===== config.mk =====
export PLATFORM = sky130hd
export DESIGN_NAME = prc_cordic_stage
export DESIGN_NICKNAME = d
export VERILOG_FILES = /design/src/hdl/prc_pkg.sv /design/src/hdl/prc_cordic_stage.sv
export SDC_FILE = /design/constraint.sdc
export NUM_CORES = 1
export LEC_CHECK = 0
export ABC_CLOCK_PERIOD_IN_PS = 6180
export CAP_MARGIN = 0
export CORE_UTILIZATION = 40
export DETAILED_ROUTE_END_ITERATION = 6
export DONT_BUFFER_PORTS = 1
export SYNTH_ARGS = -nofsm -noshare
export SYNTH_HDL_FRONTEND = slang
export SYNTH_SLANG_ARGS = --single-unit

===== constraint.sdc =====
create_clock -name clk -period 6.18 [get_ports clk]
set_input_delay 0.618 -clock clk [delete_from_list [all_inputs] [get_ports clk]]
set_output_delay 0.618 -clock clk [all_outputs]
set_load 0.01 [all_outputs]

===== src/hdl/prc_pkg.sv =====
`timescale 1ns / 1ps

package prc_pkg;

  // Conversion kinds carried by each item.
  localparam logic [1:0] KIND_NAV  = 2'd0;
  localparam logic [1:0] KIND_MATH = 2'd1;
  localparam logic [1:0] KIND_RECT = 2'd2;

  // Angle accumulator counts 2^-32 turn, one guard bit above the sign.
  localparam int ACC_W = 33;

  // CORDIC gain compensation, 0.60725293500888 in Q30.
  localparam logic [29:0] GAIN_Q30 = 30'd652032874;

  typedef struct packed {
    logic [1:0] kind;
    logic       origin;
    logic       half_turn;
  } ctrl_t;

  // atan(2^-idx) in 2^-32 turn, rounded to nearest.
  function automatic logic [31:0] atan_turn(input int unsigned idx);
    logic [31:0] val;
    case (idx)
      0:       val = 32'd536870912;
      1:       val = 32'd316933406;
      2:       val = 32'd167458907;
      3:       val = 32'd85004756;
      4:       val = 32'd42667331;
      5:       val = 32'd21354465;
      6:       val = 32'd10679838;
      7:       val = 32'd5340245;
      8:       val = 32'd2670163;
      9:       val = 32'd1335087;
      10:      val = 32'd667544;
      11:      val = 32'd333772;
      12:      val = 32'd166886;
      13:      val = 32'd83443;
      14:      val = 32'd41722;
      15:      val = 32'd20861;
      16:      val = 32'd10430;
      17:      val = 32'd5215;
      18:      val = 32'd2608;
      19:      val = 32'd1304;
      20:      val = 32'd652;
      21:      val = 32'd326;
      22:      val = 32'd163;
      23:      val = 32'd81;
      24:      val = 32'd41;
      25:      val = 32'd20;
      26:      val = 32'd10;
      27:      val = 32'd5;
      28:      val = 32'd3;
      29:      val = 32'd1;
      30:      val = 32'd1;
      default: val = 32'd0;
    endcase
    return val;
  endfunction

endpackage


===== src/hdl/prc_cordic_stage.sv =====
`timescale 1ns / 1ps

module prc_cordic_stage #(
  parameter int ZW    = 42,
  parameter int STAGE = 0
) (
  input  logic                              clk,
  input  logic                              rst_n,
  input  logic                              en,
  input  logic                              valid_i,
  input  prc_pkg::ctrl_t                    ctrl_i,
  input  logic signed [ZW-1:0]              x_i,
  input  logic signed [ZW-1:0]              y_i,
  input  logic signed [prc_pkg::ACC_W-1:0]  z_i,
  output logic                              valid_o,
  output prc_pkg::ctrl_t                    ctrl_o,
  output logic signed [ZW-1:0]              x_o,
  output logic signed [ZW-1:0]              y_o,
  output logic signed [prc_pkg::ACC_W-1:0]  z_o
);

  localparam logic signed [prc_pkg::ACC_W-1:0] ATAN_STEP =
    $signed({1'b0, prc_pkg::atan_turn(STAGE)});

  logic                  sigma_pos;
  logic signed [ZW-1:0]  xs, ys;

  logic                  valid_r;
  prc_pkg::ctrl_t        ctrl_r;
  logic signed [ZW-1:0]  x_r, y_r;
  logic signed [prc_pkg::ACC_W-1:0] z_r;

  // Rotation drives the angle to zero, vectoring drives y to zero.
  assign sigma_pos = (ctrl_i.kind == prc_pkg::KIND_RECT) ? y_i[ZW-1] : !z_i[prc_pkg::ACC_W-1];
  assign xs = x_i >>> STAGE;
  assign ys = y_i >>> STAGE;

  always_ff @(posedge clk) begin
    if (!rst_n) begin
      valid_r <= 1'b0;
    end else if (en) begin
      valid_r <= valid_i;
    end
  end

  always_ff @(posedge clk) begin
    if (en) begin
      ctrl_r <= ctrl_i;
      if (sigma_pos) begin
        x_r <= x_i - ys;
        y_r <= y_i + xs;
        z_r <= z_i - ATAN_STEP;
      end else begin
        x_r <= x_i + ys;
        y_r <= y_i - xs;
        z_r <= z_i + ATAN_STEP;
      end
    end
  end

  assign valid_o = valid_r;
  assign ctrl_o  = ctrl_r;
  assign x_o     = x_r;
  assign y_o     = y_r;
  assign z_o     = z_r;

endmodule


==> results of run 1 <==
## per-layer routing
| metal | part of all wire [%] | vias to the layer above | GRT usage (%) |
|---|---|---|---|
| met1 | 45 | 4779 | 34.0 |
| met5 | 0.052 | - | 0 |
| li1 | - | 4713 | - |
| met2 | 44 | 506 | 37.2 |
| met4 | 2.3 | 2 | 8.85 |
| met3 | 8.7 | 57 | 5.67 |
## state kept, by name (all words and copies together), names as in the netlist
signal / cells
y_o: 41
z_o: 33
x_o: 42
valid_o: 1
ctrl_o: 4
## power groups by stage
stage	clock (uW)	sequential, uW	combinational, uW
CTS	997	1200	875
floorplan	0	1190	643
finish	979	1200	887
global placement	0	1210	874
global route	1040	1210	972
detailed placement	0	1210	868
## cells in the mapped netlist, drive strengths merged (3+ instances only)
master,n,area [um2]
a2111oi,6,52.6
a211o,3,26.3
a211oi,10,80.1
a21boi,4,30.0
a21o,20,150
a21oi,186,942
a221o,3,30.0
a311o,3,30.0
a31o,3,26.3
a31oi,14,93.8
and3,7,43.8
and4,3,26.3
buf,23,111
clkbuf,35,131
clkinv,5,18.8
edfxtp,120,3600
fa,4,80.1
ha,139,1740
inv,123,462
mux2i,18,180
nand2,74,278
nand2b,10,62.6
nand3,15,75.1
nand4,20,125
nor2,106,398
nor2b,22,138
nor3,23,115
nor4,12,75.1
o2111ai,3,26.3
o211a,3,30.0
o211ai,14,115
o21a,9,67.6
o21ai,112,561
o21ba,3,30.0
o21bai,30,225
o221ai,4,41.3
o311a,3,30.0
o31ai,16,134
or2,3,18.8
or3,12,75.1
or4,4,33.8
xnor2,73,639
xor2,11,96.3
## critical path: cells and delay by family
kind                       cells  cell delay [ns]
buffers and inverters          2             0.24
and+or+nand+nor                1             0.58
AOI/OAI and AO/OA              7             2.04
adders and majority gates      1             0.57
xor gates and xnor gates       1             0.09
## worst max-delay path by stage
stage | endpoint | startpoint | depth (start not counted) | slack [ns]
floorplan | y_o[37]$_DFFE_PP_ | x_i[8] | 13 | 2.86
global placement | y_o[38]$_DFFE_PP_ | x_i[15] | 12 | 1.93
detailed placement | x_o[34]$_DFFE_PP_ | x_i[13] | 12 | 1.90
CTS | x_o[34]$_DFFE_PP_ | x_i[13] | 12 | 2.36
global route | x_o[34]$_DFFE_PP_ | x_i[13] | 12 | 2.05
finish | x_o[34]$_DFFE_PP_ | x_i[13] | 12 | 2.21
## cell families after synthesis
| logic type | after synthesis |
|---|---|
| XOR/XNOR | 84 |
| multiplexers | 18 |
| buffers and inverters | 186 |
| AO/OA/AOI/OAI | 461 |
| AND/OR/NAND/NOR | 318 |
| flip-flops | 121 |
| adder cells (fa/ha/maj) | 143 |
## final cells by class
type                    instances  area [um2]
repair buffers                  5        37.5
clock buffers                  18         429
clock inverters                13         130
flip-flops and latches        121        3620
inverters                     128         480
well taps                     378         473
fillers                      2830       15700
multi-input cells            1024        7110
## per-stage QoR
step | worst slack (ns) | cells
final | 2.21 | 1687
after global routing | 2.05 | 1687
after CTS | 2.36 | 1687
after detailed placement | 1.90 | 1656
after global placement | 1.93 | 1656
after floorplan | 2.86 | 1331
==> flow_metrics.tcl, run 1 <==
set metrics [dict create \
    r2r-end "valid_o$_SDFFE_PN0P_" \
    endpoint_kind "flip-flop" \
    grt_pass1_wl_mm 54.7 \
    hold_viol_final 0 \
    final_util_pct 44.0 \
    htree_levels 4 \
    synth_fp_nets 1599 \
    clockPowerShare_pct 32.0 \
    whs_path_depth 0 \
    cts_hold_buf 0 \
    antenna_cells 0 \
    r2r_cells 2 \
    cts_root_buf "clkbuf_16" \
    setup-violations-final 0 \
    firstDrtPassIters 7 \
    fmax_mhz 252 \
    critPathSlowestCell "nor3b_1" \
    critPathRequiredTime_ns 6.35 \
    synthToLayoutAreaGrowth_pct 7.33 \
    hp-class "in -> reg" \
    synth_xor_area_share_pct 6.43 \
    finalCriticalPeriod_ns 3.97 \
    overflow 0 \
    grt_max_degree 122 \
    cts-buffers-inserted 17 \
    fin_tns_setup_ns 0 \
    crit_top_cell "a21oi_1" \
    drt_iter0_drc 1107 \
    wire_per_inst_um 21.5 \
    die_w_um 171 \
    grt_pass1_vias 9541 \
    yosysWarnings 0 \
    skew_ns 0 \
    pwr-share-comb_pct 29.0 \
    run_status "completed" \
    synthAdderAreaFrac_pct 15.9 \
    clockBufferDepth 2 \
    critPathKind "in -> reg" \
    layout_commonest_cell "a21oi_1" \
    ys_seq_area_share_pct 31.7 \
    critPathArrivalTime_ns 4.14 \
    synth_top_family_by_area "compound AO/OA/AOI/OAI gates" \
    num_rows 61 \
    synth-edff-count 120 \
    cts_resized 0 \
    place_congestion 0.942 \
    post_dp_cell_area_um2 11700 \
    cts_setup_buffers 0 \
    async_flop_share_pct 0 \
    design.core.area_um2 27900 \
    layout_common_cells "a21oi_1 (183), ha_1 (139), inv_1 (123)" \
    cts_tree "yes" \
    syn_area_um2 11400 \
    holdCritStartpoint "z_i[14]" \
    slew_headroom_pct 36.8 \
    finalNetCount 1565 \
    dieHeight_um 171 \
    rrSetupSlack_ns 5.55 \
    irDropWorstVdd_uv 175 \
    worst_pin_slew_ns 0.940 \
    clkSinkCount 121 \
    finalMaxSlewViolations 0 \
    antenna_found_initial 1 \
    p_sw_share_pct 35.3 \
    drive_above_1_share_pct 4.13 \
    holdWs_ns 0.281 \
    path_cells "inv_1 -> ha_1 -> inv_1 -> a21oi_1 -> a21oi_1 -> a2111oi_0 -> nor3b_1 -> o41ai_1 -> a21oi_1 -> o21ai_0 -> o21ai_0 -> xnor2_1" \
    netSwitchingPower_uw 1080 \
    post-route-period-util_pct 64.3 \
    power_uw 3060 \
    p_leak_uw 0.00495 \
    cpPeakStageDelay_ns 0.58 \
    clock_latency_ns 0.42 \
    die-area_um2 29300 \
    p_per_area_nw_per_um2 249 \
    start_kind "input port" \
    synth_area_per_cell_um2 8.60 \
    clk_pin_slew_ns 0.06 \
    fin_area_um2 12300 \
    synth_mux_area_share_pct 1.57 \
    synthFlopType "edfxtp_1" \
    initial_core_util_pct 41.0 \
    viasPerCell 5.96 \
    ys_types 73 \
    hold_path_end "z_o[14]$_DFFE_PP_" \
    grt_usage_pct 24.6 \
    rsz0062_at_grt "no" \
    r2r_start "valid_o$_SDFFE_PN0P_" \
    cap_violations 0 \
    seqPwrFrac_pct 39.0 \
    drc 0 \
    postSynthCellCount 1331 \
    place.detailed.hpwl_mm 28.4 \
    ant_nets 0 \
    drt_wl_total_mm 36.3 \
    ys_ff_latch 121 \
    portBuffers 0 \
    synth-simple-area-share_pct 13.3 \
    io_pins 247 \
    p_int_uw 1980 \
    vias 10100 \
    worst-path-max-fanout 13 \
    synth-compound-area-share_pct 24.9 \
]
(Power assumes the default switching activity.)
==> inputs of run 2 (changes only) <==
Settings changed: ABC_AREA set to 1, ABC_CLOCK_PERIOD_IN_PS 6180 to 3500.
Clock period 6.18 ns to 3.5 ns, I/O delays scaled along.
==> flow_metrics.tcl, run 2 <==
set metrics [dict create \
    finalCriticalPeriod_ns 2.74 \
    place.detailed.hpwl_mm 46.4 \
    start_kind "input port" \
    dieHeight_um 192 \
    skew_ns 0 \
    endpoint_kind "flip-flop" \
    postSynthCellCount 2237 \
    clock_latency_ns 0.43 \
    antenna_cells 0 \
    syn_area_um2 14400 \
    synthFlopType "edfxtp_1" \
    synth_area_per_cell_um2 6.43 \
    post-route-period-util_pct 78.3 \
    place_inst 2661 \
    rsz0062_at_grt "no" \
    clk_pin_slew_ns 0.07 \
    drt_iter0_drc 1255 \
    io_pins 247 \
    final_cells 2726 \
    critPathRequiredTime_ns 3.71 \
    drc 0 \
    cts_resized 0 \
    fin_tns_setup_ns 0 \
    cts_root_buf "clkbuf_16" \
    grt_usage_pct 29.8 \
    hp-class "in -> reg" \
    fillCellCount 3753 \
    synthToLayoutAreaGrowth_pct 8.91 \
    multiInputGateArea_um2 8940 \
    grt_max_degree 123 \
    fmax_mhz 365 \
    ys_top_cells_by_count "nand2_1 (744), inv_1 (362), nand3_1 (205)" \
    drive_above_1_share_pct 7.99 \
    drt_wl_total_mm 55.2 \
    firstDrtPassIters 6 \
    largest_reg_flops 42 \
    viasPerCell 5.30 \
    worst-path-max-fanout 5 \
    yosysMostFrequentCell "nand2_1" \
    htree_levels 4 \
    yosysWarnings 0 \
    cap_violations 0 \
    run_status "completed" \
    design.core.area_um2 35500 \
    p_per_area_nw_per_um2 389 \
    grt_pass1_vias 13800 \
    hold_viol_final 0 \
    synth_top_area_cell "edfxtp_1" \
    wire_per_inst_um 20.3 \
    setup-violations-final 0 \
    num_rows 69 \
    synth_fp_nets 2505 \
    place_congestion 0.987 \
    register_area_um2 3620 \
    synth_area_leaders "edfxtp_1 (25%), nand2_1 (19%), ha_1 (12%), inv_1 (9.4%), nand3_1 (7.1%)" \
    die-area_um2 36700 \
    clockBufferDepth 2 \
    die_w_um 192 \
    vias 14400 \
    slew_headroom_pct 60.2 \
    async_flop_share_pct 0 \
    ys_ff_latch 121 \
    clkSinkCount 121 \
    cts_tree "yes" \
    layout_commonest_cell "nand2_1" \
    grt_pass1_wl_mm 80.2 \
    irDropWorstVdd_uv 440 \
    startpoint "x_i[0]" \
    antenna_found_initial 1 \
    layout_common_cells "nand2_1 (744), inv_1 (362), nand3_1 (205)" \
    ys_seq_area_share_pct 25.2 \
    initial_core_util_pct 40.6 \
    ys_types 41 \
    cts-buffers-inserted 17 \
    holdCritStartpoint "en" \
    critPathArrivalTime_ns 2.94 \
    ant_nets 0 \
    finalMaxSlewViolations 0 \
    critPathKind "in -> reg" \
    finalNetCount 2520 \
    r2r_start "valid_o$_SDFFE_PN0P_" \
    synth_top_area_share_pct 25.0 \
    rrSetupSlack_ns 2.82 \
    portBuffers 0 \
    worst_pin_slew_ns 0.597 \
    overflow 0 \
    p_leak_uw 0.00804 \
    synth-edff-count 120 \
]
[run 2: cell type report]
class	count	area share (%)
multi-input cells	1679	57.1
flip-flops and latches	121	23.1
inverters	380	9.10
well taps	461	3.68
repair buffers	53	3.07
clock buffers	17	2.71
clock inverters	15	1.27
[run 2: routing by layer]
layer / up-vias / share of wire, % / global-route usage [%]
li1: 7076 / - / -
met1: 6699 / 45 / 39.6
met2: 588 / 44 / 47.8
met3: 82 / 6.7 / 4.04
met4: 0 / 4.1 / 13.4
met5: - / 0 / 0
[run 2: final timing paths]
path / to / cells after the start
max reg2reg: valid_o$_SDFFE_PN0P_ / 2
min reg2reg: valid_o$_SDFFE_PN0P_ / 2
max: x_o[28]$_DFFE_PP_ / 13
min: y_o[32]$_DFFE_PP_ / 0
[run 2: logic make-up (layout without fill, tap and decap cells)]
group,after synthesis,after routing,synth area share (%)
xor gates and xnor gates,34,34,2.07
and+or+nand+nor,1231,1231,36.9
AOI/OAI and AO/OA,271,271,10.5
adders and majority gates,143,143,12.6
buffers and inverters,437,465,12.8
DFF,121,121,25.2
[run 2: critical path, cell delays in order]
cell	delay, ns
inv_1	0.03
ha_1	0.29
fa_1	0.57
inv_1	0.20
nand2_1	0.07
nand3_1	0.37
inv_1	0.25
o21bai_2	0.37
nand2_1	0.14
nand2_1	0.10
nand2_1	0.05
nand3_1	0.07
nand2_1	0.06
[run 2: report_power, final]
part / switching [uW] / internal (uW)
combinational: 1460 / 617
sequential: 182 / 1860
clock: 777 / 1190
[run 2: through the flow]
step | setup WS, ns | power (uW) | area (um2) | util (%) | hold slack, ns
after floorplan | 1.36 | 3460 | 14400 | - | 0.443
after global placement | 0.400 | 4080 | 14700 | 41.5 | 0.449
after detailed placement | 0.394 | 4080 | 14700 | 41.5 | 0.449
after CTS | 0.846 | 6090 | 15700 | 44.2 | 0.000135
after global routing | 0.736 | 6420 | 15700 | 44.2 | 0.000716
final | 0.761 | 6090 | 15700 | 44.2 | 0.0154
[run 2: what timing repair did]
action | 4_1_cts | 5_1_grt
hold buffers | 33 | 0
setup buffers | 0 | 0
endpoints found under the hold margin | 33 | 0
==> inputs of run 3 (changes only) <==
Settings changed: ABC_AREA 1 to 0, ABC_CLOCK_PERIOD_IN_PS 3500 to 2600.
Clock period 3.5 ns to 2.6 ns, I/O delays scaled along.
==> flow_metrics.tcl, run 3 (same netlist as run 1, synthesis figures left out) <==
set metrics [dict create \
    run_status "complete, but fails checks" \
    violations "negative setup slack" \
    cap_violations 0 \
    r2r_cells 2 \
    fmax_mhz 361 \
    overflow 0 \
    drc 0 \
    post-route-period-util_pct 107 \
    viasPerCell 5.60 \
    setup_slack_ns -0.172 \
    finalCriticalPeriod_ns 2.77 \
    final_cells 2080 \
    finalNetCount 1958 \
    firstDrtPassIters 6 \
    place_congestion 0.962 \
    wire_per_inst_um 21.0 \
    clockPowerShare_pct 28.5 \
    holdCritStartpoint "valid_i" \
    grt_pass1_vias 11500 \
    seqPwrFrac_pct 33.6 \
    hold_path_end "valid_o$_SDFFE_PN0P_" \
    cts_tree "yes" \
    vias 11700 \
    dieHeight_um 171 \
    rrSetupSlack_ns 1.91 \
    grt_pass1_wl_mm 62.5 \
    clockBufferDepth 2 \
    use_met2_pct 44.8 \
    die_w_um 171 \
    skew_ns 0 \
    design.core.area_um2 27900 \
    grt_usage_pct 27.9 \
    cts_root_buf "clkbuf_16" \
    hold_viol_final 0 \
    ant_nets 0 \
    use_met1_pct 36.8 \
    holdWs_ns 0.0558 \
    fin_tns_setup_ns -0.730 \
    layout_common_cells "buf_4 (338), a21oi_1 (155), edfxtp_1 (120)" \
    layout_commonest_cell "buf_4" \
    critPathArrivalTime_ns 2.94 \
    place_inst 1974 \
    clock_latency_ns 0.42 \
    rsz0062_at_grt "yes" \
    hp-class "in -> reg" \
    synthToLayoutAreaGrowth_pct 43.0 \
    place.detailed.hpwl_mm 32.2 \
    groute.layer.met3.usage_pct 5.37 \
    worst-path-max-fanout 5 \
    p_int_uw 5470 \
    endpoint_kind "flip-flop" \
    io_pins 247 \
    r2r_start "valid_o$_SDFFE_PN0P_" \
    slew_headroom_pct 56.2 \
    irDropWorstVdd_uv 428 \
    finalMaxSlewViolations 0 \
    dpl_worst_slack_ns -1.02 \
    final_util_pct 58.6 \
    setup-violations-final 12 \
    largest_reg_flops 42 \
    drt_iter0_drc 952 \
    whs_path_depth 2 \
    register_area_um2 3620 \
    cts-buffers-inserted 17 \
    p_sw_share_pct 35.5 \
    htree_levels 4 \
    worst_pin_slew_ns 0.650 \
    p_leak_uw 0.00697 \
    top_usage_layer "met2" \
    portBuffers 0 \
    r2r-end "valid_o$_SDFFE_PN0P_" \
    antenna_cells 0 \
    pwr-share-comb_pct 37.9 \
    p_per_area_nw_per_um2 519 \
    clk_pin_slew_ns 0.06 \
    multiInputGateArea_um2 7970 \
    num_rows 61 \
    critPathKind "in -> reg" \
    drive_above_1_share_pct 31.1 \
    initial_core_util_pct 41.0 \
    fillCellCount 2547 \
    start_kind "input port" \
    grt_max_degree 122 \
    die-area_um2 29300 \
    critPathRequiredTime_ns 2.77 \
    drt_wl_total_mm 43.7 \
    clkSinkCount 121 \
    antenna_found_initial 0 \
    netSwitchingPower_uw 3010 \
]
## run 3: cell types whose count changed in the layout (fill, tap and decap cells not counted), moves of 23 or more
cell	change
nand2_1	-675
buf_4	+318
inv_1	-253
nand3_1	-190
xnor2_1	+68
nor2_1	-46
nor2_2	-45
a21oi_1	+23
nand2_2	-23
xor2_1	-23
## run 3: layout make-up
cell class	count	share of cell area, %
sequential	121	22.1
clock inverter	14	0.910
tap	378	2.89
multi-input combinational	1024	48.7
clock buffer	17	2.60
inverter	128	3.17
timing repair buffer	398	19.6
## run 3: worst max-delay path by stage
stage | end | startpoint | slack (ns) | cells after the start
after floorplan | y_o[41]$_DFFE_PP_ | x_i[8] | -0.32 | 13
after global placement | x_o[36]$_DFFE_PP_ | x_i[17] | -1.01 | 15
after detailed placement | x_o[36]$_DFFE_PP_ | x_i[17] | -1.02 | 15
after CTS | x_o[28]$_DFFE_PP_ | y_i[6] | -0.12 | 11
after global routing | y_o[38]$_DFFE_PP_ | x_i[15] | -0.26 | 13
final | y_o[38]$_DFFE_PP_ | x_i[21] | -0.17 | 13
## run 3: what timing repair did
item / in CTS / in global routing
setup buffers: 13 / 19
hold endpoints to repair: 155 / 31
gates resized for setup: 76 / 98
endpoints found under the setup margin: 38 / 36
hold buffers: 35 / 13
pin swaps: 36 / 54
## run 3: worst max-delay path: stages
cell and delay, ns:
clkinvlp_4 0.08, ha_4 0.23, nor4_4 0.26, buf_4 0.18, nand4_1 0.17, a31o_2 0.28, a21oi_4 0.20, nor3b_4 0.10
o41ai_4 0.44, a21oi_4 0.14, o211ai_1 0.27, a31oi_1 0.15, xor2_1 0.16
## run 3: power groups by stage
stage                     combinational, uW  sequential (uW)  clock [uW]
after CTS                              2920             2860        2460
after detailed placement               2730             2890           0
after global routing                   3450             2880        2520
final                                  3220             2850        2420
after global placement                 2720             2890           0
after floorplan                        1550             2830           0
## run 3: routing by layer
layer  vias up  part of all wire [%]
met3        86                   8.0
met2       531                    44
li1       5508                     -
met4         0                   3.9
met1      5530                    44
met5         -                     0
## run 3: metrics by stage
stage	instance area [um2]	total power, uW
2_1_floorplan	11500	4380
6_report	16400	8490
4_1_cts	15600	8230
3_3_place_gp	14200	5610
5_1_grt	16400	8850
3_5_place_dp	14200	5620
