===== src/hdl/prc_pkg.sv =====
`timescale 1ns / 1ps

package prc_pkg;

  // Conversion kinds carried by each item.
  localparam logic [1:0] KIND_NAV  = 2'd0;
  localparam logic [1:0] KIND_MATH = 2'd1;
  localparam logic [1:0] KIND_RECT = 2'd2;

  // Angle accumulator counts 2^-32 turn, one guard bit above the sign.
  localparam int ACC_W = 33;

  // CORDIC gain compensation, 0.60725293500888 in Q30.
  localparam logic [29:0] GAIN_Q30 = 30'd652032874;

  typedef struct packed {
    logic [1:0] kind;
    logic       origin;
    logic       half_turn;
  } ctrl_t;

  // atan(2^-idx) in 2^-32 turn, rounded to nearest.
  function automatic logic [31:0] atan_turn(input int unsigned idx);
    logic [31:0] val;
    case (idx)
      0:       val = 32'd536870912;
      1:       val = 32'd316933406;
      2:       val = 32'd167458907;
      3:       val = 32'd85004756;
      4:       val = 32'd42667331;
      5:       val = 32'd21354465;
      6:       val = 32'd10679838;
      7:       val = 32'd5340245;
      8:       val = 32'd2670163;
      9:       val = 32'd1335087;
      10:      val = 32'd667544;
      11:      val = 32'd333772;
      12:      val = 32'd166886;
      13:      val = 32'd83443;
      14:      val = 32'd41722;
      15:      val = 32'd20861;
      16:      val = 32'd10430;
      17:      val = 32'd5215;
      18:      val = 32'd2608;
      19:      val = 32'd1304;
      20:      val = 32'd652;
      21:      val = 32'd326;
      22:      val = 32'd163;
      23:      val = 32'd81;
      24:      val = 32'd41;
      25:      val = 32'd20;
      26:      val = 32'd10;
      27:      val = 32'd5;
      28:      val = 32'd3;
      29:      val = 32'd1;
      30:      val = 32'd1;
      default: val = 32'd0;
    endcase
    return val;
  endfunction

endpackage


===== src/hdl/prc_prep.sv =====
`timescale 1ns / 1ps

module prc_prep #(
  parameter int CW = 24,
  parameter int AW = 16,
  parameter int ZW = 42
) (
  input  logic                              clk,
  input  logic                              rst_n,
  input  logic                              en,
  input  logic                              valid_i,
  input  logic [1:0]                        kind_i,
  input  logic [CW-2:0]                     magnitude_i,
  input  logic [AW-1:0]                     angle_i,
  input  logic signed [CW-1:0]              coord_x_i,
  input  logic signed [CW-1:0]              coord_y_i,
  output logic                              valid_o,
  output prc_pkg::ctrl_t                    ctrl_o,
  output logic signed [ZW-1:0]              x_o,
  output logic signed [ZW-1:0]              y_o,
  output logic signed [prc_pkg::ACC_W-1:0]  z_o
);

  localparam int PW = CW + 29;
  localparam logic [PW:0] RND14 = {{(PW-13){1'b0}}, 1'b1, 13'd0};

  logic [31:0]           a32;
  logic                  reduce;
  logic [PW-1:0]         prod;
  logic signed [ZW-1:0]  px_w, py_w, u_w, w_w;
  logic                  flip, origin;

  logic                  v1_r;
  prc_pkg::ctrl_t        ctrl1_r;
  logic [PW-1:0]         prod1_r;
  logic                  neg1_r;
  logic [31:0]           ang1_r;
  logic signed [ZW-1:0]  u1_r, w1_r;

  logic signed [PW:0]    pe, pt, psh;
  logic                  rect1;
  logic signed [ZW-1:0]  x_nxt, y_nxt;
  logic signed [prc_pkg::ACC_W-1:0] z_nxt;

  logic                  v2_r;
  prc_pkg::ctrl_t        ctrl2_r;
  logic signed [ZW-1:0]  x2_r, y2_r;
  logic signed [prc_pkg::ACC_W-1:0] z2_r;

  // Angles whose top two bits differ lie outside a quarter turn of zero:
  // turn them by half a turn and start from the negated vector.
  assign a32    = {angle_i, (32-AW)'(0)};
  assign reduce = a32[31] ^ a32[30];
  assign prod   = PW'(magnitude_i) * PW'(prc_pkg::GAIN_Q30);

  assign px_w   = {{(ZW-CW-16){coord_x_i[CW-1]}}, coord_x_i, 16'd0};
  assign py_w   = {{(ZW-CW-16){coord_y_i[CW-1]}}, coord_y_i, 16'd0};
  assign flip   = coord_y_i[CW-1];
  assign u_w    = flip ? -py_w : py_w;
  assign w_w    = flip ? -px_w : px_w;
  assign origin = (coord_x_i == '0) && (coord_y_i == '0);

  always_ff @(posedge clk) begin
    if (!rst_n) begin
      v1_r <= 1'b0;
    end else if (en) begin
      v1_r <= valid_i;
    end
  end

  always_ff @(posedge clk) begin
    if (en) begin
      ctrl1_r <= '{kind: kind_i, origin: origin, half_turn: flip};
      prod1_r <= prod;
      neg1_r  <= reduce;
      ang1_r  <= {a32[31] ^ reduce, a32[30:0]};
      u1_r    <= u_w;
      w1_r    <= w_w;
    end
  end

  // Rounded Q16 start value; the negated case rounds the magnitude and then
  // negates it, which folds into adding to the complement.
  assign pe    = $signed({1'b0, prod1_r});
  assign pt    = (neg1_r ? ~pe : pe) + $signed(RND14);
  assign psh   = pt >>> 14;
  assign rect1 = (ctrl1_r.kind == prc_pkg::KIND_RECT);

  assign x_nxt = rect1 ? u1_r : psh[ZW-1:0];
  assign y_nxt = rect1 ? w1_r : '0;
  assign z_nxt = rect1 ? '0 : {ang1_r[31], ang1_r};

  always_ff @(posedge clk) begin
    if (!rst_n) begin
      v2_r <= 1'b0;
    end else if (en) begin
      v2_r <= v1_r;
    end
  end

  always_ff @(posedge clk) begin
    if (en) begin
      ctrl2_r <= ctrl1_r;
      x2_r    <= x_nxt;
      y2_r    <= y_nxt;
      z2_r    <= z_nxt;
    end
  end

  assign valid_o = v2_r;
  assign ctrl_o  = ctrl2_r;
  assign x_o     = x2_r;
  assign y_o     = y2_r;
  assign z_o     = z2_r;

endmodule


===== config.mk =====
export PLATFORM = sky130hd
export DESIGN_NAME = prc_prep
export DESIGN_NICKNAME = d
export VERILOG_FILES = /design/src/hdl/prc_pkg.sv /design/src/hdl/prc_prep.sv
export SDC_FILE = /design/constraint.sdc
export NUM_CORES = 1
export LEC_CHECK = 0
export ABC_CLOCK_PERIOD_IN_PS = 6750
export BUFFER_PORTS_ARGS = -buffer_cell sky130_fd_sc_hd__clkbuf_2
export CORE_MARGIN = 10
export CORE_UTILIZATION = 55
export CTS_CLUSTER_SIZE = 14
export DETAILED_ROUTE_END_ITERATION = 10
export PLACE_DENSITY = 0.75
export SETUP_SLACK_MARGIN = 0.02
export SLEW_MARGIN = 0
export SYNTH_ARGS = -nofsm -noshare
export SYNTH_HDL_FRONTEND = slang
export SYNTH_SLANG_ARGS = --single-unit

===== constraint.sdc =====
create_clock -name clk -period 6.75 [get_ports clk]
set_input_delay 0 -clock clk [delete_from_list [all_inputs] [get_ports clk]]
set_output_delay 0 -clock clk [all_outputs]
set_load 0.02 [all_outputs]

==> impl_metrics.env, run 1 <==
export IMPL_crit_type="in2reg"
export IMPL_r2r_cells=10
export IMPL_min_period_over_period_pct=90.4
export IMPL_clk_pin_slew_worst_paths_ns=0.07
export IMPL_yosysWarnings=0
export IMPL_drive_gt1_share_pct=12.2
export IMPL_grt_pass1_vias=15500
export IMPL_cts_made_buffers=19
export IMPL_cp_slowest_cell="fa_1"
export IMPL_synth_edf_count=201
export IMPL_fmax_ghz=0.164
export IMPL_cp_max_fo=7
export IMPL_antenna_found_initial=1
export IMPL_yosysSeqAreaShare_pct=28.4
export IMPL_end_kind="flip-flop"
export IMPL_cts_buffer_depth=3
export IMPL_arrival_ns=6.32
export IMPL_hp_class="in2reg"
export IMPL_async_flop_share_pct=0
export IMPL_std_cell_rows=72
export IMPL_tritoncts="done"
export IMPL_route_detailed_drc=0
export IMPL_drt_iter0_drc=1173
export IMPL_hold_violations=0
export IMPL_synthFlopType="edfxtp_1"
export IMPL_clk_latency_ns=0.49
export IMPL_wl_per_cell_um=20.6
export IMPL_reg2reg_to="x_o[39]"
export IMPL_hold_buffers=82
export IMPL_synth_cell_area_mm2=0.0214
export IMPL_diodes=0
export IMPL_place_gp_congestion=0.949
export IMPL_hpwlAfterDp_mm=47.0
export IMPL_drtPass1Iterations=5
export IMPL_required_ns=6.97
export IMPL_numClockSinks=203
export IMPL_core_area_mm2=0.0386
export IMPL_die_area_mm2=0.0472
export IMPL_ios=215
export IMPL_avgSynthCellArea_um2=10.9
export IMPL_drt_wl_total_mm=56.9
export IMPL_die_h_um=217
export IMPL_min_to="u1_r[17]"
export IMPL_slew_viol_final=0
export IMPL_overflow=0
export IMPL_die_x_um=217
export IMPL_start_util_pct=55.4
export IMPL_num_nets_final=2834
export IMPL_synth_seq_cells=203
export IMPL_tns_ns=0
export IMPL_max_slew_margin_pct=31.7
export IMPL_synth_top_area_share_pct=28.2
export IMPL_max_stage_delay_ns=0.61
export IMPL_area_growth_pct=13.7
export IMPL_startpoint_type="input pin"
export IMPL_ant_nets=0
export IMPL_r2r_start="neg1_r"
export IMPL_rsz0062_at_grt="no"
export IMPL_numPortBuffers=182
export IMPL_grt_max_degree=125
export IMPL_drv_cap=0
export IMPL_htree_levels=1
export IMPL_root_buffer="clkbuf_16"
export IMPL_cp_cell_sequence="clkbuf_2, fa_1, inv_1, fa_1, fa_1, inv_1, fa_1, fa_1, fa_1, inv_1, fa_1, inv_1, ha_1, nand4_1, or4_1, nor3_1, a211oi_2, o21ai_1, a21oi_1, o31ai_1, xor2_1"
export IMPL_status="finished clean"
export IMPL_worstMarginPinSlew_ns=1.02
export IMPL_setup_violations=0
export IMPL_finClkSkew_ns=0.0203
export IMPL_period_needed_ns=6.10
export IMPL_grt_pass1_wl_mm=89.0
export IMPL_track_usage_pct=24.1
export IMPL_post_cts_buffers=0
export IMPL_viasPerCell=5.31
export IMPL_min_path_cells=3
export IMPL_worstHoldStart="coord_y_i[1]"
export IMPL_netlist_instances=1958
export IMPL_vias=14700
export IMPL_yosysUniqueCellTypes=84
export IMPL_crit_top_cell="fa_1"
export IMPL_r2r_slack_ns=3.14
export IMPL_synth_area_top_cells="edfxtp_1, fa_1, ha_1"
export IMPL_synth_top_cell_by_area="edfxtp_1"
export IMPL_ctsResizeCount=0
-- flip-flops by register name, indices dropped and copies added, names as in the netlist --
register	flops
v1_r	1
u1_r	26
neg1_r	1
x_o	42
prod1_r	40
valid_o	1
ctrl1_r	4
ang1_r	16
w1_r	26
ctrl_o	4
y_o	26
z_o	16
-- per-stage QoR --
step           utilization [%]  setup slack, ns  hold WS, ns  instances  instance area [um2]
3_5_place_dp              59.4            0.165        0.179       2648                22900
2_1_floorplan                -            0.738       0.0989       1991                21500
3_3_place_gp              59.4            0.213        0.178       2648                22900
5_1_grt                   63.1            0.343       0.0283       2760                24300
4_1_cts                   63.1            0.674       0.0179       2760                24300
6_report                  63.1            0.649      0.00642       2760                24300
-- synth_stat cells (6+ instances only) --
library cell and count:
clkbuf_1 29, nand4_1 14, nand2b_1 19, nand3_1 18, ha_1 237, mux2i_1 8
xor2_1 42, and3_1 12, nor2b_1 7, buf_2 13, inv_1 392, nor2_1 71
nor3_1 11, o21ai_0 47, o21bai_1 16, o31ai_1 15, buf_4 35, nand2_1 86
edfxtp_1 201, o21ai_1 19, a21oi_1 86, xnor2_1 107, o21a_1 6, a21o_1 23
or3_1 13, o41ai_1 8, and2_1 49, fa_1 271
-- worst max-delay path: cells and delay by family --
kind	cells	cell delay, ns
adder cells (fa/ha/maj)	8	4.05
XOR/XNOR	1	0.10
AND/OR/NAND/NOR	3	1.00
AO/OA/AOI/OAI	4	0.75
buffers and inverters	5	0.41
-- kinds of logic after synthesis --
family          synth area share, %
flops                          28.4
fa+ha+maj                      39.2
mux                           0.480
xor+xnor                       6.10
compound gates                 7.97
buf+inv                        9.00
other cells                  0.0175
simple gates                   8.77
-- cells in the final DEF, fill, tap and decap left out, drive strengths merged, types with 8 or more instances in the layout --
| master | netlist | final |
|---|---|---|
| o21ai | 67 | 67 |
| nand4 | 15 | 15 |
| o41ai | 8 | 8 |
| clkbuf | 29 | 208 |
| or3 | 14 | 14 |
| inv | 392 | 392 |
| buf | 51 | 37 |
| nor3 | 13 | 13 |
| a21oi | 88 | 88 |
| o31ai | 15 | 15 |
| conb | 1 | 34 |
| mux2i | 8 | 8 |
| o21bai | 16 | 16 |
| xnor2 | 107 | 107 |
| nor2b | 8 | 8 |
| a21o | 23 | 23 |
| nand2 | 86 | 86 |
| nand2b | 19 | 19 |
| edfxtp | 201 | 201 |
| nor2 | 72 | 72 |
| dlygate4sd3 | 0 | 82 |
| fa | 271 | 271 |
| xor2 | 42 | 42 |
| nand3 | 18 | 18 |
| and2 | 49 | 49 |
| ha | 237 | 237 |
| and3 | 12 | 12 |
-- worst max path at each step --
stage | start | end | slack [ns]
after floorplan | magnitude_i[20] | prod1_r[49] | 0.74
after global placement | magnitude_i[5] | prod1_r[49] | 0.21
after detailed placement | magnitude_i[14] | prod1_r[49] | 0.17
after CTS | magnitude_i[14] | prod1_r[49] | 0.67
after global routing | magnitude_i[17] | prod1_r[49] | 0.34
final | magnitude_i[14] | prod1_r[49] | 0.65
-- final cells by class --
type	count	area [um2]
well taps	518	648
flip-flops and latches	203	6080
inverters	393	1480
multi-input cells	1315	13500
repair buffers	301	2020
clock buffers	26	512
clock inverters	4	72.6
fillers	3089	14200
-- routing by layer --
metal / share of wire, % / track usage (%) / vias to the layer above
met3: 5.5 / 3.00 / 65
li1: - / - / 6894
met1: 43 / 31.5 / 7231
met2: 49 / 42.1 / 466
met5: 0.030 / 0 / -
met4: 2.0 / 5.20 / 2
Power of run 1 is left out: the tool's default activity adds up to more than one toggle a clock period on the data nets, which glitch-free logic cannot reach.
==> inputs of run 2 (changes only) <==
--- a/config.mk
+++ b/config.mk
@@ -8,10 +8,9 @@
 export ABC_CLOCK_PERIOD_IN_PS = 6750
 export BUFFER_PORTS_ARGS = -buffer_cell sky130_fd_sc_hd__clkbuf_2
 export CORE_MARGIN = 10
-export CORE_UTILIZATION = 55
+export CORE_UTILIZATION = 35
 export CTS_CLUSTER_SIZE = 14
 export DETAILED_ROUTE_END_ITERATION = 10
-export PLACE_DENSITY = 0.75
 export SETUP_SLACK_MARGIN = 0.02
 export SLEW_MARGIN = 0
 export SYNTH_ARGS = -nofsm -noshare
==> run 2 against run 1 <==
  * Clock-buffer cell count rose by 2
  * Clock skew is 0.0095 ns lower
  * Wire length up 4.2%
  * Critical path type unchanged
==> impl_metrics.env, run 2 (synthesis gave the netlist of run 1 again) <==
export IMPL_cp_max_fo=8
export IMPL_area_growth_pct=16.0
export IMPL_ant_nets=0
export IMPL_vias=14400
export IMPL_finish_utilization_pct=41.0
export IMPL_max_slew_margin_pct=27.7
export IMPL_largest_reg_flops=42
export IMPL_end_kind="flip-flop"
export IMPL_cts_made_buffers=21
export IMPL_root_buffer="clkbuf_16"
export IMPL_drt_iter0_drc=1040
export IMPL_hold_buffers=85
export IMPL_track_usage_pct=16.6
export IMPL_tritoncts="done"
export IMPL_grt_max_degree=129
export IMPL_diodes=0
export IMPL_numClockSinks=203
export IMPL_htree_levels=1
export IMPL_cp_cell_sequence="clkbuf_2, ha_1, inv_1, fa_1, fa_1, inv_1, fa_1, fa_1, fa_1, fa_1, ha_1, nand4_1, or4_1, nor3_1, a211oi_2, o21ai_1, a21oi_1, o31ai_1, xor2_1"
export IMPL_grt_pass1_wl_mm=91.8
export IMPL_fmax_ghz=0.162
export IMPL_numPortBuffers=182
export IMPL_std_cell_rows=90
export IMPL_cts_buffer_depth=3
export IMPL_hpwlAfterDp_mm=50.4
export IMPL_crit_top_cell="fa_1"
export IMPL_final_common_cell="inv_1"
export IMPL_post_cts_buffers=0
export IMPL_ctsResizeCount=0
export IMPL_startpoint_type="input pin"
export IMPL_fin_ws_ns=0.568
export IMPL_overflow=0
export IMPL_num_nets_final=2840
export IMPL_drive_gt1_share_pct=12.5
export IMPL_viasPerCell=4.73
export IMPL_route_detailed_drc=0
export IMPL_grt_pass1_vias=15300
export IMPL_place_gp_congestion=0.956
export IMPL_hp_class="in2reg"
export IMPL_core_area_mm2=0.0605
export IMPL_status="finished clean"
export IMPL_ios=215
export IMPL_die_x_um=267
export IMPL_antenna_found_initial=0
export IMPL_slew_viol_final=0
export IMPL_die_area_mm2=0.0714
export IMPL_period_needed_ns=6.18
export IMPL_fillers=5771
export IMPL_rsz0062_at_grt="no"
export IMPL_place_ws_ns=0.0769
export IMPL_min_period_over_period_pct=91.6
export IMPL_worstMarginPinSlew_ns=1.08
export IMPL_start_util_pct=35.4
export IMPL_required_ns=7.00
export IMPL_cp_slowest_cell="fa_1"
export IMPL_drv_cap=0
export IMPL_finClkSkew_ns=0.0108
export IMPL_crit_type="in2reg"
export IMPL_max_stage_delay_ns=0.59
export IMPL_die_h_um=267
export IMPL_clk_pin_slew_worst_paths_ns=0.06
export IMPL_layout_common_cells="inv_1, fa_1, ha_1, edfxtp_1, clkbuf_2"
export IMPL_drt_wl_total_mm=59.2
export IMPL_clk_latency_ns=0.51
export IMPL_hold_violations=0
export IMPL_arrival_ns=6.43
export IMPL_wl_per_cell_um=19.5
export IMPL_tns_ns=0
export IMPL_setup_violations=0
export IMPL_drtPass1Iterations=5
-- run 2: path summary, 6_finish.rpt --
path / startpoint / to / slack, ns / cells after the start
setup / recovery: magnitude_i[17] / prod1_r[49] / 0.57 / 19
hold / removal: angle_i[0] / ang1_r[16] / 0.22 / 2
setup reg to reg: neg1_r / x_o[29] / 2.97 / 10
hold reg to reg: ctrl1_r[0] / ctrl_o[0] / 0.42 / 0
-- run 2: worst max-delay path, delay by kind of cell --
family / cells / cell delay, ns
AO/OA/AOI/OAI: 4 / 0.82
XOR/XNOR: 1 / 0.09
adder cells (fa/ha/maj): 8 / 4.11
buffers and inverters: 3 / 0.41
AND/OR/NAND/NOR: 3 / 0.96
-- run 2: per-layer routing --
layer	global-route usage, %	up-vias	routed length [um]
met5	0	-	0
met4	2.52	0	653
met3	1.97	35	2840
met2	28.1	325	28000
met1	22.8	7065	27700
li1	-	6930	-
-- run 2: metrics by stage --
stage / hold WS [ns] / instance area (um2) / instances
after global routing: 0.206 / 24800 / 3036
after CTS: 0.193 / 24800 / 3036
after detailed placement: 0.180 / 23200 / 2913
after global placement: 0.180 / 23200 / 2913
final: 0.215 / 24800 / 3036
after floorplan: 0.0989 / 21500 / 1991
-- run 2: area by class of cell --
type                            count  area (um2)  share of cell area, %
Multi-Input combinational cell   1315       13500                   54.5
Sequential cell                   203        6080                   24.5
Clock inverter                     10         133                  0.535
Timing Repair Buffer              305        2060                   8.29
Tap cell                          782         978                   3.95
Clock buffer                       28         562                   2.27
Inverter                          393        1480                   5.95
Power of run 2 is left out for the same reason.
==> inputs of run 3 (changes only) <==
--- a/config.mk
+++ b/config.mk
@@ -7,7 +7,6 @@
 export LEC_CHECK = 0
 export ABC_CLOCK_PERIOD_IN_PS = 6750
 export BUFFER_PORTS_ARGS = -buffer_cell sky130_fd_sc_hd__clkbuf_2
-export CORE_MARGIN = 10
 export CORE_UTILIZATION = 35
 export CTS_CLUSTER_SIZE = 14
 export DETAILED_ROUTE_END_ITERATION = 10
==> run 3 against run 2 <==
  * Cell area about the same
  * Largest cell class unchanged
  * Clock skew up 0.0083 ns
  * Register-to-register slack better by 0.10 ns
  * Highest routed layer unchanged
  * Clock-buffer cell count down 4
  * Global-route usage up 1.4 points
  * Critical path type unchanged
  * Maximum frequency down 0.29%
  * Worst hold slack worse by 0.12 ns
  * Wire length down 6.4%
  * Via count down 0.67%
  * First-iteration DRC count down 34%
  * Flip-flop and latch count unchanged
  * Setup slack worse by 0.018 ns
==> impl_metrics.env, run 3 (synthesis gave the netlist of run 1 again) <==
export IMPL_period_needed_ns=6.20
export IMPL_drive_gt1_share_pct=12.4
export IMPL_cts_buffer_depth=3
export IMPL_num_nets_final=2838
export IMPL_hp_class="in2reg"
export IMPL_max_slew_margin_pct=44.8
export IMPL_drv_cap=0
export IMPL_startpoint_type="input pin"
export IMPL_setup_violations=0
export IMPL_antenna_found_initial=0
export IMPL_fmax_ghz=0.161
export IMPL_hpwlAfterDp_mm=47.0
export IMPL_min_path_cells=2
export IMPL_cts_made_buffers=21
export IMPL_grt_pass1_wl_mm=86.3
export IMPL_clk_latency_ns=0.51
export IMPL_grt_max_degree=97
export IMPL_final_common_cell="inv_1"
export IMPL_place_gp_congestion=0.972
export IMPL_die_area_mm2=0.0621
export IMPL_htree_levels=1
export IMPL_crit_type="in2reg"
export IMPL_route_detailed_drc=0
export IMPL_layout_common_cells="inv_1, fa_1, ha_1, edfxtp_1, clkbuf_2"
export IMPL_tritoncts="done"
export IMPL_ant_nets=0
export IMPL_root_buffer="clkbuf_16"
export IMPL_start_util_pct=35.4
export IMPL_tns_ns=0
export IMPL_die_h_um=249
export IMPL_numClockSinks=203
export IMPL_end_kind="flip-flop"
export IMPL_drt_wl_total_mm=55.4
export IMPL_core_area_mm2=0.0604
export IMPL_grt_pass1_vias=15000
export IMPL_worstMarginPinSlew_ns=0.827
export IMPL_hold_violations=0
export IMPL_reg2reg_to="x_o[29]"
export IMPL_r2r_cells=10
export IMPL_ios=215
export IMPL_min_period_over_period_pct=91.9
export IMPL_drtPass1Iterations=5
export IMPL_drt_iter0_drc=683
export IMPL_numPortBuffers=182
export IMPL_status="finished clean"
export IMPL_largest_reg_flops=42
export IMPL_vias=14300
export IMPL_cp_max_fo=7
export IMPL_wl_per_cell_um=18.3
export IMPL_std_cell_rows=90
export IMPL_die_x_um=249
export IMPL_track_usage_pct=17.9
export IMPL_required_ns=6.98
export IMPL_finClkSkew_ns=0.0191
export IMPL_clk_pin_slew_worst_paths_ns=0.06
export IMPL_overflow=0
export IMPL_slew_viol_final=0
export IMPL_rsz0062_at_grt="no"
export IMPL_area_growth_pct=16.0
export IMPL_r2r_slack_ns=3.07
export IMPL_fillers=5793
export IMPL_viasPerCell=4.70
export IMPL_diodes=0
export IMPL_finish_utilization_pct=41.1
export IMPL_r2r_start="neg1_r"
export IMPL_min_to="ctrl1_r[0]"
export IMPL_worstHoldStart="coord_y_i[23]"
export IMPL_post_cts_buffers=0
export IMPL_arrival_ns=6.44
[run 3: through the flow]
stage               std cells  hold slack, ns  instance area (um2)  setup slack [ns]
floorplan                1991          0.0989                21500             0.738
global placement         2911           0.179                23200             0.133
detailed placement       2911           0.179                23200            0.0577
CTS                      3031          0.0668                24800             0.577
global route             3031           0.103                24800             0.224
finish                   3031          0.0912                24800             0.550
[run 3: worst max-delay path by stage]
stage | cells past startpoint | slack [ns] | start | to
2_1_floorplan | 20 | 0.74 | magnitude_i[20] | prod1_r[49]
3_3_place_gp | 21 | 0.13 | magnitude_i[18] | prod1_r[49]
3_5_place_dp | 22 | 0.06 | magnitude_i[18] | prod1_r[49]
4_1_cts | 22 | 0.58 | magnitude_i[18] | prod1_r[49]
5_1_grt | 21 | 0.22 | magnitude_i[12] | prod1_r[49]
6_report | 22 | 0.55 | magnitude_i[18] | prod1_r[49]
[run 3: critical path, stage by stage]
cell	delay, ns
clkbuf_2	0.20
ha_1	0.42
fa_1	0.55
inv_1	0.07
fa_1	0.53
inv_1	0.06
fa_1	0.56
fa_1	0.56
fa_1	0.56
inv_1	0.06
fa_1	0.54
inv_1	0.04
ha_1	0.36
a21oi_1	0.20
nand3b_1	0.14
a21oi_1	0.08
or3_1	0.37
a211oi_2	0.31
o21ai_1	0.18
a21oi_1	0.35
o31ai_1	0.13
xor2_1	0.16
[run 3: repair_timing]
item / 4_1_cts / 5_1_grt
hold endpoints to repair: 72 / 0
hold buffers: 85 / 0
endpoints found under the setup margin: 0 / 0
resized for setup: 0 / 0
[run 3: layout make-up]
type	count	area (um2)	area share [%]
multi-input combinational	1315	13500	54.5
sequential	203	6080	24.5
timing repair buffer	303	2040	8.23
inverter	393	1480	5.95
tap	782	978	3.94
clock buffer	24	537	2.16
clock inverter	11	190	0.767
[run 3: per-layer routing]
layer / part of all wire (%) / global-route usage, % / vias up / wire [um]
li1: - / - / 6916 / -
met1: 46 / 24.4 / 6924 / 25600
met2: 46 / 29.5 / 354 / 25600
met3: 4.8 / 2.76 / 65 / 2670
met4: 2.7 / 5.17 / 0 / 1510
met5: 0 / 0 / - / 0
Power of run 3 is left out for the same reason.
